`config.mk`:
```
export PLATFORM = sky130hd
export DESIGN_NAME = stereo_block_intensity_meter_top
export DESIGN_NICKNAME = d
export VERILOG_FILES = /design/src/rtl/sbim_pkg.sv /design/src/rtl/sbim_ctrl.sv /design/src/rtl/sbim_datapath.sv /design/src/rtl/stereo_block_intensity_meter_top.sv
export SDC_FILE = /design/constraint.sdc
export NUM_CORES = 1
export LEC_CHECK = 0
export BUFFER_PORTS_ARGS = -buffer_cell sky130_fd_sc_hd__buf_2
export CORE_ASPECT_RATIO = 1.75
export CORE_MARGIN = 8
export CORE_UTILIZATION = 67
export CTS_BUF_LIST = sky130_fd_sc_hd__clkbuf_16
export DETAILED_ROUTE_END_ITERATION = 8
export GPL_TIMING_DRIVEN = 0
export PLACE_DENSITY = 0.87
export SLEW_MARGIN = 25
export SYNTH_ARGS = -nofsm -noshare
export SYNTH_HDL_FRONTEND = slang
export SYNTH_HIERARCHICAL = 1
export SYNTH_SLANG_ARGS = --single-unit
export TNS_END_PERCENT = 100
```
`constraint.sdc`:
```
create_clock -name clk -period 16.4 [get_ports clk]
set_clock_uncertainty 0.1 [all_clocks]
set_input_delay 0.82 -clock clk [delete_from_list [all_inputs] [get_ports clk]]
set_output_delay 0.82 -clock clk [all_outputs]
set_load 0.01 [all_outputs]
```
`src/rtl/sbim_pkg.sv`:
```
// Shared constants, register codes, state and command types for the stereo
// block intensity meter. No dependencies; every other file imports this package.
`timescale 1ns / 1ps
`default_nettype none

package sbim_pkg;

    // Longest block in sample pairs. A block that reaches it ends on its own.
    localparam int MAX_BLOCK = 1024;

    localparam int SAMPLE_W = 8;
    localparam int TIME_W   = 32;
    localparam int CNT_W    = $clog2(MAX_BLOCK + 1);
    localparam int SUM_W    = $clog2((2**SAMPLE_W - 1) * MAX_BLOCK + 1);

    // Divider: one quotient bit per step. The mean always fits in a sample.
    localparam int STEP_W   = $clog2(SAMPLE_W);
    localparam int DIV_W    = CNT_W + SAMPLE_W;

    // Configuration port.
    localparam int ADDR_W   = 3;
    localparam int PDATA_W  = 32;
    localparam logic [SAMPLE_W-1:0] NOISE_THRESHOLD_RESET = SAMPLE_W'(5);
    localparam logic [TIME_W-1:0]   HOLDOFF_US_RESET      = TIME_W'(20000);

    typedef enum logic [0:0] {
        REG_NOISE_THRESHOLD = 1'b0,
        REG_HOLDOFF_US      = 1'b1
    } reg_idx_t;

    typedef enum logic [1:0] {
        ST_IDLE,
        ST_DIV,
        ST_DECIDE
    } state_t;

    // Commands from the controller to the datapath.
    typedef struct packed {
        logic              accum;      // take a sample pair into the block totals
        logic              div_first;  // first divide step, start from the sums
        logic              div_step;   // run one divide step
        logic [STEP_W-1:0] div_shift;  // weight of the quotient bit in this step
        logic              finish;     // close the block, report if due
    } cmd_t;

    // Status from the datapath to the controller.
    typedef struct packed {
        logic block_end;  // the offered pair closes the block
        logic report;     // the closed block produces a result
        logic out_busy;   // the output register holds a beat that is not taken
    } sts_t;

endpackage

`default_nettype wire

```
`src/rtl/sbim_ctrl.sv`:
```
// Controller of the intensity meter: sequences accumulate, divide and decide.
// Depends on sbim_pkg for the state, command and status types.
`timescale 1ns / 1ps
`default_nettype none

module sbim_ctrl
    import sbim_pkg::*;
(
    input  wire logic clk,
    input  wire logic rst_n,
    input  wire logic in_valid,
    output logic      in_ready,
    input  wire sts_t sts,
    output cmd_t      cmd
);

    state_t            state_reg, state_next;
    logic [STEP_W-1:0] step_reg, step_next;

    // State and step counter registers.
    always_ff @(posedge clk or negedge rst_n)
    begin
        if (!rst_n)
        begin
            state_reg <= ST_IDLE;
            step_reg  <= '0;
        end
        else
        begin
            state_reg <= state_next;
            step_reg  <= step_next;
        end
    end

    // Next state and commands.
    always_comb
    begin
        state_next    = state_reg;
        step_next     = step_reg;
        in_ready      = 1'b0;
        cmd           = '0;
        cmd.div_shift = step_reg;
        unique case (state_reg)
            ST_IDLE:
            begin
                in_ready = 1'b1;
                if (in_valid)
                begin
                    cmd.accum = 1'b1;
                    if (sts.block_end)
                    begin
                        state_next = ST_DIV;
                        step_next  = STEP_W'(SAMPLE_W - 1);
                    end
                end
            end
            ST_DIV:
            begin
                cmd.div_step  = 1'b1;
                cmd.div_first = (step_reg == STEP_W'(SAMPLE_W - 1));
                if (step_reg == '0)
                begin
                    state_next = ST_DECIDE;
                end
                else
                begin
                    step_next = step_reg - STEP_W'(1);
                end
            end
            ST_DECIDE:
            begin
                // If the block reports, hold the decision while an earlier result waits in the output register.
                if (!(sts.report && sts.out_busy))
                begin
                    cmd.finish = 1'b1;
                    state_next = ST_IDLE;
                end
            end
            default:
            begin
                state_next = ST_IDLE;
            end
        endcase
    end

endmodule

`default_nettype wire

```
`src/rtl/sbim_datapath.sv`:
```
// Datapath of the intensity meter: block totals, bit-serial mean divider,
// noise gate, holdoff timer and output register. Depends on sbim_pkg.
`timescale 1ns / 1ps
`default_nettype none

module sbim_datapath
    import sbim_pkg::*;
(
    input  wire logic                clk,
    input  wire logic                rst_n,
    input  wire cmd_t                cmd,
    output sts_t                     sts,
    input  wire logic [SAMPLE_W-1:0] left_sample,
    input  wire logic [SAMPLE_W-1:0] right_sample,
    input  wire logic                last_in_block,
    input  wire logic [TIME_W-1:0]   time_us,
    input  wire logic [SAMPLE_W-1:0] noise_threshold,
    input  wire logic [TIME_W-1:0]   holdoff_us,
    output logic                     out_valid,
    input  wire logic                out_ready,
    output logic [SAMPLE_W-1:0]      left_level,
    output logic [SAMPLE_W-1:0]      right_level
);

    logic [SAMPLE_W-1:0] min_l_reg, min_l_next, max_l_reg, max_l_next;
    logic [SAMPLE_W-1:0] min_r_reg, min_r_next, max_r_reg, max_r_next;
    logic [SUM_W-1:0]    sum_l_reg, sum_l_next, sum_r_reg, sum_r_next;
    logic [CNT_W-1:0]    count_reg, count_next;
    logic [TIME_W-1:0]   time_reg, time_next;
    logic [SUM_W-1:0]    rem_l_reg, rem_l_next, rem_r_reg, rem_r_next;
    logic [SAMPLE_W-1:0] mean_l_reg, mean_l_next, mean_r_reg, mean_r_next;
    logic [SAMPLE_W-1:0] rep_l_reg, rep_l_next, rep_r_reg, rep_r_next;
    logic [TIME_W-1:0]   rep_time_reg, rep_time_next;
    logic                out_valid_reg, out_valid_next;
    logic [SAMPLE_W-1:0] out_l_reg, out_l_next, out_r_reg, out_r_next;

    logic [SUM_W-1:0]    rem_l_in, rem_r_in;
    logic [DIV_W-1:0]    trial;
    logic [DIV_W-1:0]    diff_l, diff_r;
    logic                ge_l, ge_r;
    logic                gate_l, gate_r;
    logic [SAMPLE_W-1:0] int_l, int_r;
    logic [TIME_W-1:0]   elapsed;
    logic                changed, holdoff_passed;

    // Divide step: compare the partial remainder with count times the bit weight.
    always_comb
    begin
        rem_l_in = cmd.div_first ? sum_l_reg : rem_l_reg;
        rem_r_in = cmd.div_first ? sum_r_reg : rem_r_reg;
        trial    = DIV_W'(count_reg) << cmd.div_shift;
        ge_l     = DIV_W'(rem_l_in) >= trial;
        ge_r     = DIV_W'(rem_r_in) >= trial;
        diff_l   = DIV_W'(rem_l_in) - trial;
        diff_r   = DIV_W'(rem_r_in) - trial;
    end

    // Noise gate and peak-to-peak. The mean lies between minimum and maximum.
    always_comb
    begin
        gate_l = ((mean_l_reg - min_l_reg) < noise_threshold)
              && ((max_l_reg - mean_l_reg) < noise_threshold);
        gate_r = ((mean_r_reg - min_r_reg) < noise_threshold)
              && ((max_r_reg - mean_r_reg) < noise_threshold);
        int_l  = gate_l ? '0 : (max_l_reg - min_l_reg);
        int_r  = gate_r ? '0 : (max_r_reg - min_r_reg);
    end

    // Report decision with wrapping elapsed time.
    always_comb
    begin
        elapsed        = time_reg - rep_time_reg;
        holdoff_passed = elapsed > holdoff_us;
        changed        = (int_l != rep_l_reg) || (int_r != rep_r_reg);
    end

    always_comb
    begin
        sts.block_end = last_in_block || (count_reg + CNT_W'(1) == CNT_W'(MAX_BLOCK));
        sts.report    = holdoff_passed && changed;
        sts.out_busy  = out_valid_reg && !out_ready;
    end

    // Next values of the block totals, divider and report state.
    always_comb
    begin
        min_l_next     = min_l_reg;
        max_l_next     = max_l_reg;
        min_r_next     = min_r_reg;
        max_r_next     = max_r_reg;
        sum_l_next     = sum_l_reg;
        sum_r_next     = sum_r_reg;
        count_next     = count_reg;
        time_next      = time_reg;
        rem_l_next     = rem_l_reg;
        rem_r_next     = rem_r_reg;
        mean_l_next    = mean_l_reg;
        mean_r_next    = mean_r_reg;
        rep_l_next     = rep_l_reg;
        rep_r_next     = rep_r_reg;
        rep_time_next  = rep_time_reg;
        out_l_next     = out_l_reg;
        out_r_next     = out_r_reg;
        out_valid_next = out_valid_reg && !out_ready;

        if (cmd.accum)
        begin
            min_l_next = (left_sample < min_l_reg) ? left_sample : min_l_reg;
            max_l_next = (left_sample > max_l_reg) ? left_sample : max_l_reg;
            min_r_next = (right_sample < min_r_reg) ? right_sample : min_r_reg;
            max_r_next = (right_sample > max_r_reg) ? right_sample : max_r_reg;
            sum_l_next = sum_l_reg + SUM_W'(left_sample);
            sum_r_next = sum_r_reg + SUM_W'(right_sample);
            count_next = count_reg + CNT_W'(1);
            time_next  = time_us;
        end

        if (cmd.div_step)
        begin
            rem_l_next  = ge_l ? diff_l[SUM_W-1:0] : rem_l_in;
            rem_r_next  = ge_r ? diff_r[SUM_W-1:0] : rem_r_in;
            mean_l_next = {mean_l_reg[SAMPLE_W-2:0], ge_l};
            mean_r_next = {mean_r_reg[SAMPLE_W-2:0], ge_r};
        end

        if (cmd.finish)
        begin
            min_l_next = '1;
            max_l_next = '0;
            min_r_next = '1;
            max_r_next = '0;
            sum_l_next = '0;
            sum_r_next = '0;
            count_next = '0;
            if (sts.report)
            begin
                rep_l_next     = int_l;
                rep_r_next     = int_r;
                rep_time_next  = time_reg;
                out_l_next     = int_l;
                out_r_next     = int_r;
                out_valid_next = 1'b1;
            end
        end
    end

    // State with defined reset values.
    always_ff @(posedge clk or negedge rst_n)
    begin
        if (!rst_n)
        begin
            min_l_reg     <= '1;
            max_l_reg     <= '0;
            min_r_reg     <= '1;
            max_r_reg     <= '0;
            sum_l_reg     <= '0;
            sum_r_reg     <= '0;
            count_reg     <= '0;
            rep_l_reg     <= '0;
            rep_r_reg     <= '0;
            rep_time_reg  <= '0;
            out_valid_reg <= 1'b0;
        end
        else
        begin
            min_l_reg     <= min_l_next;
            max_l_reg     <= max_l_next;
            min_r_reg     <= min_r_next;
            max_r_reg     <= max_r_next;
            sum_l_reg     <= sum_l_next;
            sum_r_reg     <= sum_r_next;
            count_reg     <= count_next;
            rep_l_reg     <= rep_l_next;
            rep_r_reg     <= rep_r_next;
            rep_time_reg  <= rep_time_next;
            out_valid_reg <= out_valid_next;
        end
    end

    // Payload registers.
    always_ff @(posedge clk)
    begin
        time_reg   <= time_next;
        rem_l_reg  <= rem_l_next;
        rem_r_reg  <= rem_r_next;
        mean_l_reg <= mean_l_next;
        mean_r_reg <= mean_r_next;
        out_l_reg  <= out_l_next;
        out_r_reg  <= out_r_next;
    end

    assign out_valid   = out_valid_reg;
    assign left_level  = out_l_reg;
    assign right_level = out_r_reg;

endmodule

`default_nettype wire

```
`src/rtl/stereo_block_intensity_meter_top.sv`:
```
// Top level of the stereo block intensity meter: stream ports, register port,
// controller and datapath. Depends on sbim_pkg, sbim_ctrl and sbim_datapath.
//
//   Channel   Direction  Beat contents
//   s_axis    in         one stereo sample pair, tlast closes the block
//   m_axis    out        left and right intensity of a reported block
//   APB       in/out     noise_threshold at 0x0, holdoff_us at 0x4
//
// Pairs inside a block are taken back to back.
// A pair that closes a block passes through the accept, 8 divide steps
// (one mean bit per step for both channels) and a decide cycle.
// The decide cycle of a block that reports waits while an earlier result
// is not taken from m_axis.
// Reset clears the block totals, the reported values and the output beat.
`timescale 1ns / 1ps
`default_nettype none

module stereo_block_intensity_meter_top
    import sbim_pkg::*;
(
    input  wire logic               clk,
    input  wire logic               rst_n,
    // Sample stream.
    input  wire logic               s_axis_tvalid,
    output logic                    s_axis_tready,
    input  wire logic [47:0]        s_axis_tdata,  // left_sample, right_sample, time_us
    input  wire logic               s_axis_tlast,  // last_in_block
    // Result stream.
    output logic                    m_axis_tvalid,
    input  wire logic               m_axis_tready,
    output logic [15:0]             m_axis_tdata,  // left_level, right_level
    // Register port.
    input  wire logic               psel,
    input  wire logic               penable,
    input  wire logic               pwrite,
    input  wire logic [ADDR_W-1:0]  paddr,
    input  wire logic [PDATA_W-1:0] pwdata,
    output logic [PDATA_W-1:0]      prdata,
    output logic                    pready
);

    logic [SAMPLE_W-1:0] noise_thr_reg, noise_thr_next;
    logic [TIME_W-1:0]   holdoff_reg, holdoff_next;
    reg_idx_t            reg_idx;
    logic                wr_en;
    cmd_t                cmd;
    sts_t                sts;

    // Register file, written in the access phase.
    assign pready  = 1'b1;
    assign reg_idx = reg_idx_t'(paddr[2]);
    assign wr_en   = psel && penable && pwrite && pready;

    always_comb
    begin
        noise_thr_next = noise_thr_reg;
        holdoff_next   = holdoff_reg;
        prdata         = '0;
        unique case (reg_idx)
            REG_NOISE_THRESHOLD:
            begin
                prdata = PDATA_W'(noise_thr_reg);
                if (wr_en)
                begin
                    noise_thr_next = pwdata[SAMPLE_W-1:0];
                end
            end
            REG_HOLDOFF_US:
            begin
                prdata = PDATA_W'(holdoff_reg);
                if (wr_en)
                begin
                    holdoff_next = pwdata[TIME_W-1:0];
                end
            end
            default:
            begin
                prdata = '0;
            end
        endcase
    end

    always_ff @(posedge clk or negedge rst_n)
    begin
        if (!rst_n)
        begin
            noise_thr_reg <= NOISE_THRESHOLD_RESET;
            holdoff_reg   <= HOLDOFF_US_RESET;
        end
        else
        begin
            noise_thr_reg <= noise_thr_next;
            holdoff_reg   <= holdoff_next;
        end
    end

    // Sequencing.
    sbim_ctrl u_ctrl (
        .clk      (clk),
        .rst_n    (rst_n),
        .in_valid (s_axis_tvalid),
        .in_ready (s_axis_tready),
        .sts      (sts),
        .cmd      (cmd)
    );

    // Arithmetic and result register.
    sbim_datapath u_datapath (
        .clk             (clk),
        .rst_n           (rst_n),
        .cmd             (cmd),
        .sts             (sts),
        .left_sample     (s_axis_tdata[7:0]),
        .right_sample    (s_axis_tdata[15:8]),
        .last_in_block   (s_axis_tlast),
        .time_us         (s_axis_tdata[47:16]),
        .noise_threshold (noise_thr_reg),
        .holdoff_us      (holdoff_reg),
        .out_valid       (m_axis_tvalid),
        .out_ready       (m_axis_tready),
        .left_level      (m_axis_tdata[7:0]),
        .right_level     (m_axis_tdata[15:8])
    );

endmodule

`default_nettype wire

```
# [Word-level counts from Yosys, hierarchy flattened]
# Cells that the tools add are included.
[word_totals] input_bits=91 ff_bits=273 word_cells=128
[op_classes] n_addsub=13 n_shift=1 reduce_logical=27 mux=42 n_lt_le_gt_ge=11 bitwise_logic=1 n_eq_ne=11
[ops] cell="$mux 18" count=8
[ops] cell="$mux 8" count=14
[ops] cell="$pmux 32 s2" count=1
[ops] cell="$lt 8x8->1" count=6
[ops] cell="$sub 8x8->8" count=6
[ops] cell="$ge 18x19->1" count=2
[ops] cell="$add 18x8->18" count=2
[ops] cell="$sub 18x18->18" count=2
[ops] cell="$gt 32x32->1" count=1
[ops] cell="$sub 32x32->32" count=1
[ops] cell="$mux 11" count=2
[ops] cell="$shl 11x3->19" count=1
[ops] cell="$gt 8x8->1" count=2
[ops] cell="$ne 8x8->1" count=2
[ops] cell="$reduce_and 2->1" count=7
[ops] cell="$reduce_bool 2->1" count=6
[ops] cell="$add 11x1->11 const B" count=1
[ops] cell="$eq 11x11->1 const B" count=1
[ops] cell="$mux 2" count=5
[ops] cell="$mux 3" count=3
[ops] cell="$ne 2x2->1 const B" count=4
[ops] cell="$reduce_and 4->1" count=2
[ops] cell="$logic_and 1x1->1" count=7
[ops] cell="$mux 1" count=7
[ops] cell="12 further kinds" count=13

# [Logic depth before layout (Yosys ltp)]
# Gate-level depths: netlist (run 1).
[depth] depth_word=12 depth_mapped=28 mapped_depth_nobuf=28

# [Hierarchy]
# Netlist (run 1), hierarchy kept.
[modules_own_cells] mod="sbim_datapath" n_inst=1 seq_area_each_um2=6226.0 area_per_inst_um2=17830.9 cells_per_inst=1825
[modules_own_cells] mod="stereo_block_intensity_meter_top" n_inst=1 seq_area_each_um2=1009.7 area_per_inst_um2=1920.6 cells_per_inst=123
[modules_own_cells] mod="sbim_ctrl" n_inst=1 seq_area_each_um2=125.1 area_per_inst_um2=286.5 cells_per_inst=28

# [Least setup slack after synthesis (run 1)]
# OpenSTA, ideal clock, no wires.
[synth_timing] path_kind="register -> register" start="register u_datapath.time_reg[6]" end="register u_datapath.sum_l_reg[14]" path_slack_ps=10833 setup_time_ps=78 path_buffers=0 stages_incl_launch_ff=24 arrival_time_ps=5389 required_time_ps=16222 cell_sequence="edfxtp_1 -> ha_1 -> a2111o_1 -> o211ai_1 -> a211oi_1 -> o41ai_1 -> o21ai_0 -> a31oi_1 -> xnor2_1 -> ha_1 -> nand2_1 -> nor2_1 -> a2111oi_0 -> o31ai_1 -> o31ai_1 -> a31oi_1 -> o31a_1 -> a21oi_1 -> inv_1 -> nand2_1 -> nand3_1 -> or3_1 -> or3_1 -> a21oi_1"
[synth_lines] element="from (decl)" line_no="sbim_datapath.sv:29" text="logic [TIME_W-1:0] time_reg, time_next;"
[synth_lines] element="from (signal assigned)" line_no="sbim_datapath.sv:183" text="time_reg <= time_next;"
[synth_lines] element="to (signal assigned)" line_no="sbim_datapath.sv:170" text="sum_l_reg <= sum_l_next;"
[synth_lines] element="to (decl)" line_no="sbim_datapath.sv:27" text="logic [SUM_W-1:0] sum_l_reg, sum_l_next, sum_r_reg, sum_r_next;"

==> results.toml, run 1 <==
[drt]
drtPass1Iterations = 5
via_per_inst = 6.35
drc = 0
drt_iter0_markers = 982
vias = 16200
routed_wl_mm = 55.1
avgRoutedWirePerCell_um = 21.6
ant_nets = 0

[clock_tree]
h-tree-depth = 1
cts_hold_buffers = 0
clock-root-buffer = "clkbuf_16"
clock-sinks = 273
post_cts_buffers = 0
clk_latency_ps = 560
clk_pin_slew_ps = 70
cts_buffer_depth = 3
cts_buffers = 27
cts_tree = "done"
cts_resized = 0

[timing]
fmax_ghz = 0.120
grt_setup_unrepaired = "false"
hold_viol = 0
final.min_clock_period_ps = 8340
max_slew_margin_pct = 26.0
tightest_slew_ps = 1100
slew_viol_final = 0
finalCritPeriodShare_pct = 50.9
hold_slack_ps = 35.1
finalSetupViolCount = 0
setup_tns_ps = 0

[cells_and_area]
area_growth_pct = 10.6
layout_commonest_cell = "ha_1"
layout_common_cells = "ha_1, inv_1, dfrtp_1"
fin_nets = 2466
drive_gt1_share_pct = 18.0

[synthesis]
syn_area_mm2 = 0.0200
avgSynthCellArea_um2 = 10.1
synthFlopType = "dfrtp_1"
ys_seq_area_share_pct = 36.7
ys_async_sr_fraction_pct = 63.4
netlist_instances = 1976
syn_nets = 2297
yosysWarnings = 6
ys_ff_latch = 273
yosysUniqueCellTypes = 86
synth-edff-count = 100

[die]
core_area_mm2 = 0.0297
start_util_pct = 67.4
rows = 84
dieArea_mm2 = 0.0359
die_h_um = 245
top_level_ports = 142
fp.dieW_um = 147

[global_routing]
grt_util_all_layers_pct = 30.4
grt_pass1_wl_mm = 87.1
grt_pass1_vias = 17100
grt_max_degree = 86
grt-ovfl-total = 0
antenna_found_initial = 4

[setup_path]
worst_ep_required_time_ps = 16720
start_kind = "register"
crit_family = "compound AO/OA/AOI/OAI gates"
endpoint_kind = "register"
critPathBufInv = 1
critPathMaxStageDelay_ps = 790
worst_path_max_delay_cell = "a21oi_1"
cp_cell_sequence = "ha_1, a2111oi_0, a211oi_1, o41ai_2, o21ai_0, a31oi_1, xnor2_1, ha_1, nand2_1, nor2_1, a2111oi_0, o31ai_1, o31ai_1, a31oi_1, o31a_1, a21oi_1, nor2_1, a211oi_1, clkbuf_1, o21ai_0, o311ai_0"
arrival_ps = 8660
crit_type = "register to register"
path_max_fanout = 10

[worst_hold_path]
min_path_type = "input pin to async pin"

[placement]
dpl.hpwl_mm = 43.1
gp_routability_congestion = 0.975
portBuffers = 137

[run_status]
status = "complete, no violations"

[flow_run]
maxCapViolCount = 0
==> routing by layer <==
layer,vias to the layer above,track usage (%),wire length [µm]
li1,7510,-,-
met1,7826,27.0,17900
met2,614,57.9,29600
met3,270,5.20,2780
met4,4,25.8,4900
met5,-,0,22
==> synthesized netlist by cell type (all sizes together), types with 6 or more instances <==
cell	count	area, µm²
ha	219	2740
inv	185	694
dfrtp	150	3750
mux2	150	1800
a21oi	138	691
nor2	138	518
edfxtp	100	3000
o21ai	90	450
xnor2	77	674
nand2	73	274
a21o	55	413
mux2i	52	521
xor2	38	333
clkbuf	35	131
and2	32	200
nand4	28	190
nand3	26	130
or3	25	156
dfstp	23	604
nand2b	22	140
o21bai	22	165
and3	20	126
o311ai	20	193
nor2b	19	119
o21a	19	143
a211oi	18	135
buf	18	140
nor3	18	90.1
o31ai	15	113
a31oi	14	87.6
fa	11	220
or2	11	68.8
a21boi	9	67.6
o22ai	9	56.3
o211ai	8	60.1
a2111oi	7	80.1
or4	7	52.6
nor4	6	37.5
==> final timing paths <==
| path | from | end | slack, ps | depth (start not counted) |
|---|---|---|---|---|
| setup / recovery | u_datapath/time_reg[6]$_DFFE_PP_ | u_datapath/min_r_reg[6]$_DFFE_PN1P_ | 8060 | 21 |
| max in group asynchronous | rst_n | u_datapath/min_l_reg[6]$_DFFE_PN1P_ | 15390 | 2 |
| hold / removal | rst_n | u_datapath/rep_time_reg[11]$_DFFE_PN0P_ | 40 | 1 |
| setup reg to reg | u_datapath/time_reg[6]$_DFFE_PP_ | u_datapath/min_r_reg[6]$_DFFE_PN1P_ | 8060 | 21 |
| min in group clk | s_axis_tdata[44] | u_datapath/time_reg[28]$_DFFE_PP_ | 330 | 1 |
| hold reg to reg | u_datapath/rep_time_reg[1]$_DFFE_PN0P_ | u_datapath/rep_time_reg[1]$_DFFE_PN0P_ | 400 | 1 |
==> stage by stage <==
| step | area (µm²) | worst slack [ps] | utilization (%) | cells |
|---|---|---|---|---|
| 3_3_place_gp | 21200 | 8400 | 71.3 | 2500 |
| 6_report | 22200 | 8060 | 74.5 | 2555 |
| 4_1_cts | 22100 | 8060 | 74.5 | 2553 |
| 5_1_grt | 22200 | 7920 | 74.5 | 2553 |
| 3_5_place_dp | 21300 | 8240 | 71.6 | 2503 |
| 2_1_floorplan | 20000 | 10830 | - | 1976 |
==> layout make-up <==
type	instances	area (µm²)
antenna	2	5.00
buffer	53	272
clock buffer	28	701
clock inverter	22	144
fill	2025	7580
inverter	185	697
multi-input combinational	1465	11700
sequential	273	7360
tap	387	484
timing repair buffer	140	778
==> cell families (layout without fill, tap and decap cells) <==
kind of cell    count (synthesis)  after routing  synth area share, %
xor+xnor                      117            117                 5.26
compound gates                474            474                 15.6
other cells                     1              3               0.0187
flops                         273            273                 36.7
simple gates                  441            441                 11.3
mux                           202            202                 11.6
buf+inv                       238            428                 4.82
fa+ha+maj                     230            230                 14.8
Power of run 1 is left out: the tool's default activity adds up to more than one toggle a clock period on the data nets, which glitch-free logic cannot reach.
==> run 2: changes to the inputs <==
Settings changed: CORE_UTILIZATION 67 to 62, PLACE_DENSITY 0.87 to 0.82.
Clock period 16.4 ns to 8.7 ns, I/O delays scaled along.
==> results.toml, run 2 (synthesized netlist as in run 1, its figures left out) <==
[worst_hold_path]
hp-start = "pwdata[17]"
min_path_type = "input pin to register"

[setup_path]
start_kind = "register"
endpoint_kind = "register"
worst_ep_required_time_ps = 9090
critPathBufInv = 1
critPathMaxStageDelay_ps = 940
r2r_start = "u_datapath/time_reg[6]$_DFFE_PP_"
crit_family = "compound AO/OA/AOI/OAI gates"
path_max_fanout = 9
worst_path_max_delay_cell = "o41ai_1"
arrival_ps = 9200
crit_type = "register to register"
crit_path_start = "u_datapath/time_reg[6]$_DFFE_PP_"
cp_cell_sequence = "ha_1, a2111oi_0, a211oi_1, o41ai_1, o21ai_0, a31oi_1, xnor2_1, ha_1, nand2_1, nor2_1, a2111oi_0, o31ai_1, o31ai_1, a31oi_1, o31a_1, a21oi_1, inv_1, nand2_1, nand3_1, nor2_1, a21oi_1, or3_1, a21oi_1"
crit_top_cell = "a21oi_1"

[timing]
slew_viol_final = 0
fmax_ghz = 0.114
max_slew_margin_pct = 29.1
finalWorstSetupSlack_ps = -107
tightest_slew_ps = 1050
finalSetupViolCount = 9
final.min_clock_period_ps = 8810
setup_tns_ps = -549
hold_viol = 0
grt_setup_unrepaired = "false"
finalCritPeriodShare_pct = 101

[global_routing]
grt_max_degree = 90
antenna_found_initial = 4
grt-ovfl-total = 0
grt_pass1_vias = 17200
grt_pass1_wl_mm = 89.1
grt_util_all_layers_pct = 28.7

[die]
dieArea_mm2 = 0.0386
start_util_pct = 62.6
core_area_mm2 = 0.0320
rows = 87
fp.dieW_um = 152
top_level_ports = 142
die_h_um = 254

[run_status]
violations = "negative setup slack"
status = "complete, but fails checks"

[drt]
vias = 16300
drt_iter0_markers = 947
via_per_inst = 6.23
avgRoutedWirePerCell_um = 21.6
drtPass1Iterations = 8
ant_nets = 0
routed_wl_mm = 56.4
drc = 0

[clock_tree]
post_cts_buffers = 0
cts_buffers = 28
clock-root-buffer = "clkbuf_16"
clock-sinks = 273
clk_latency_ps = 580
h-tree-depth = 1
cts_buffer_depth = 3
cts_tree = "done"
clk_pin_slew_ps = 70

[cells_and_area]
layout_commonest_cell = "ha_1"
drive_gt1_share_pct = 17.6
fin_nets = 2514
layout_common_cells = "ha_1, inv_1, dfrtp_1"
area_growth_pct = 13.2

[placement]
pre_cts_slack_ps = 420
gp_routability_congestion = 0.965
dpl.hpwl_mm = 42.8
portBuffers = 137

[flow_run]
maxCapViolCount = 0
-- run 2: worst register-to-register path: stages, from the launching register on --
cell,delay (ps)
edfxtp_1,410
ha_1,400
a2111oi_0,590
a211oi_1,220
o41ai_1,940
o21ai_0,380
a31oi_1,430
xnor2_1,180
ha_1,290
nand2_1,90
nor2_1,50
a2111oi_0,590
o31ai_1,250
o31ai_1,640
a31oi_1,300
o31a_1,250
a21oi_1,750
inv_1,140
nand2_1,380
nand3_1,360
nor2_1,190
a21oi_1,220
or3_1,420
a21oi_1,150
-- run 2: worst paths after layout --
path                                                        endpoint  slack [ps]  cells past startpoint
worst max-delay path            u_datapath/sum_r_reg[17]$_DFFE_PN0P_        -110                     23
worst min-delay path                     holdoff_reg[17]$_DFFE_PN0P_          20                      2
worst max register to register  u_datapath/sum_r_reg[17]$_DFFE_PN0P_        -110                     23
worst min register to register    u_datapath/mean_r_reg[6]$_DFFE_PP_         390                      0
max in group asynchronous        u_datapath/min_l_reg[1]$_DFFE_PN1P_        7210                      3
min in group asynchronous                holdoff_reg[20]$_DFFE_PN0P_         380                      2
-- run 2: area by class of cell --
class                           count  area [µm²]
Multi-Input combinational cell   1465       11700
Fill cell                        2351        9320
Sequential cell                   273        7360
Timing Repair Buffer              187        1230
Clock buffer                       29         726
Inverter                          185         697
Tap cell                          400         500
Buffer                             53         272
Clock inverter                     23         178
Antenna cell                        1        2.50
-- run 2: metrics by stage --
| stage | instances | hold WS, ps | utilization, % | cell area (µm²) |
|---|---|---|---|---|
| final | 2616 | 16.7 | 70.9 | 22700 |
| after global routing | 2615 | 12.3 | 70.9 | 22700 |
| after CTS | 2615 | 0.389 | 70.9 | 22700 |
| after detailed placement | 2515 | 383 | 66.5 | 21300 |
| after global placement | 2513 | 373 | 66.3 | 21200 |
| after floorplan | 1976 | 39.4 | - | 20000 |
-- run 2: timing repair --
action	CTS	global route
hold buffers	48	0
resized for setup	0	0
hold endpoints to repair	122	0
-- run 2: per-layer routing --
metal	share of wire [%]	vias up	global-route usage, %
met3	4.1	244	4.00
met1	33	7891	26.1
li1	-	7605	-
met2	54	554	55.6
met5	0.085	-	0
met4	8.5	8	23.1
Power of run 2 is left out for the same reason.
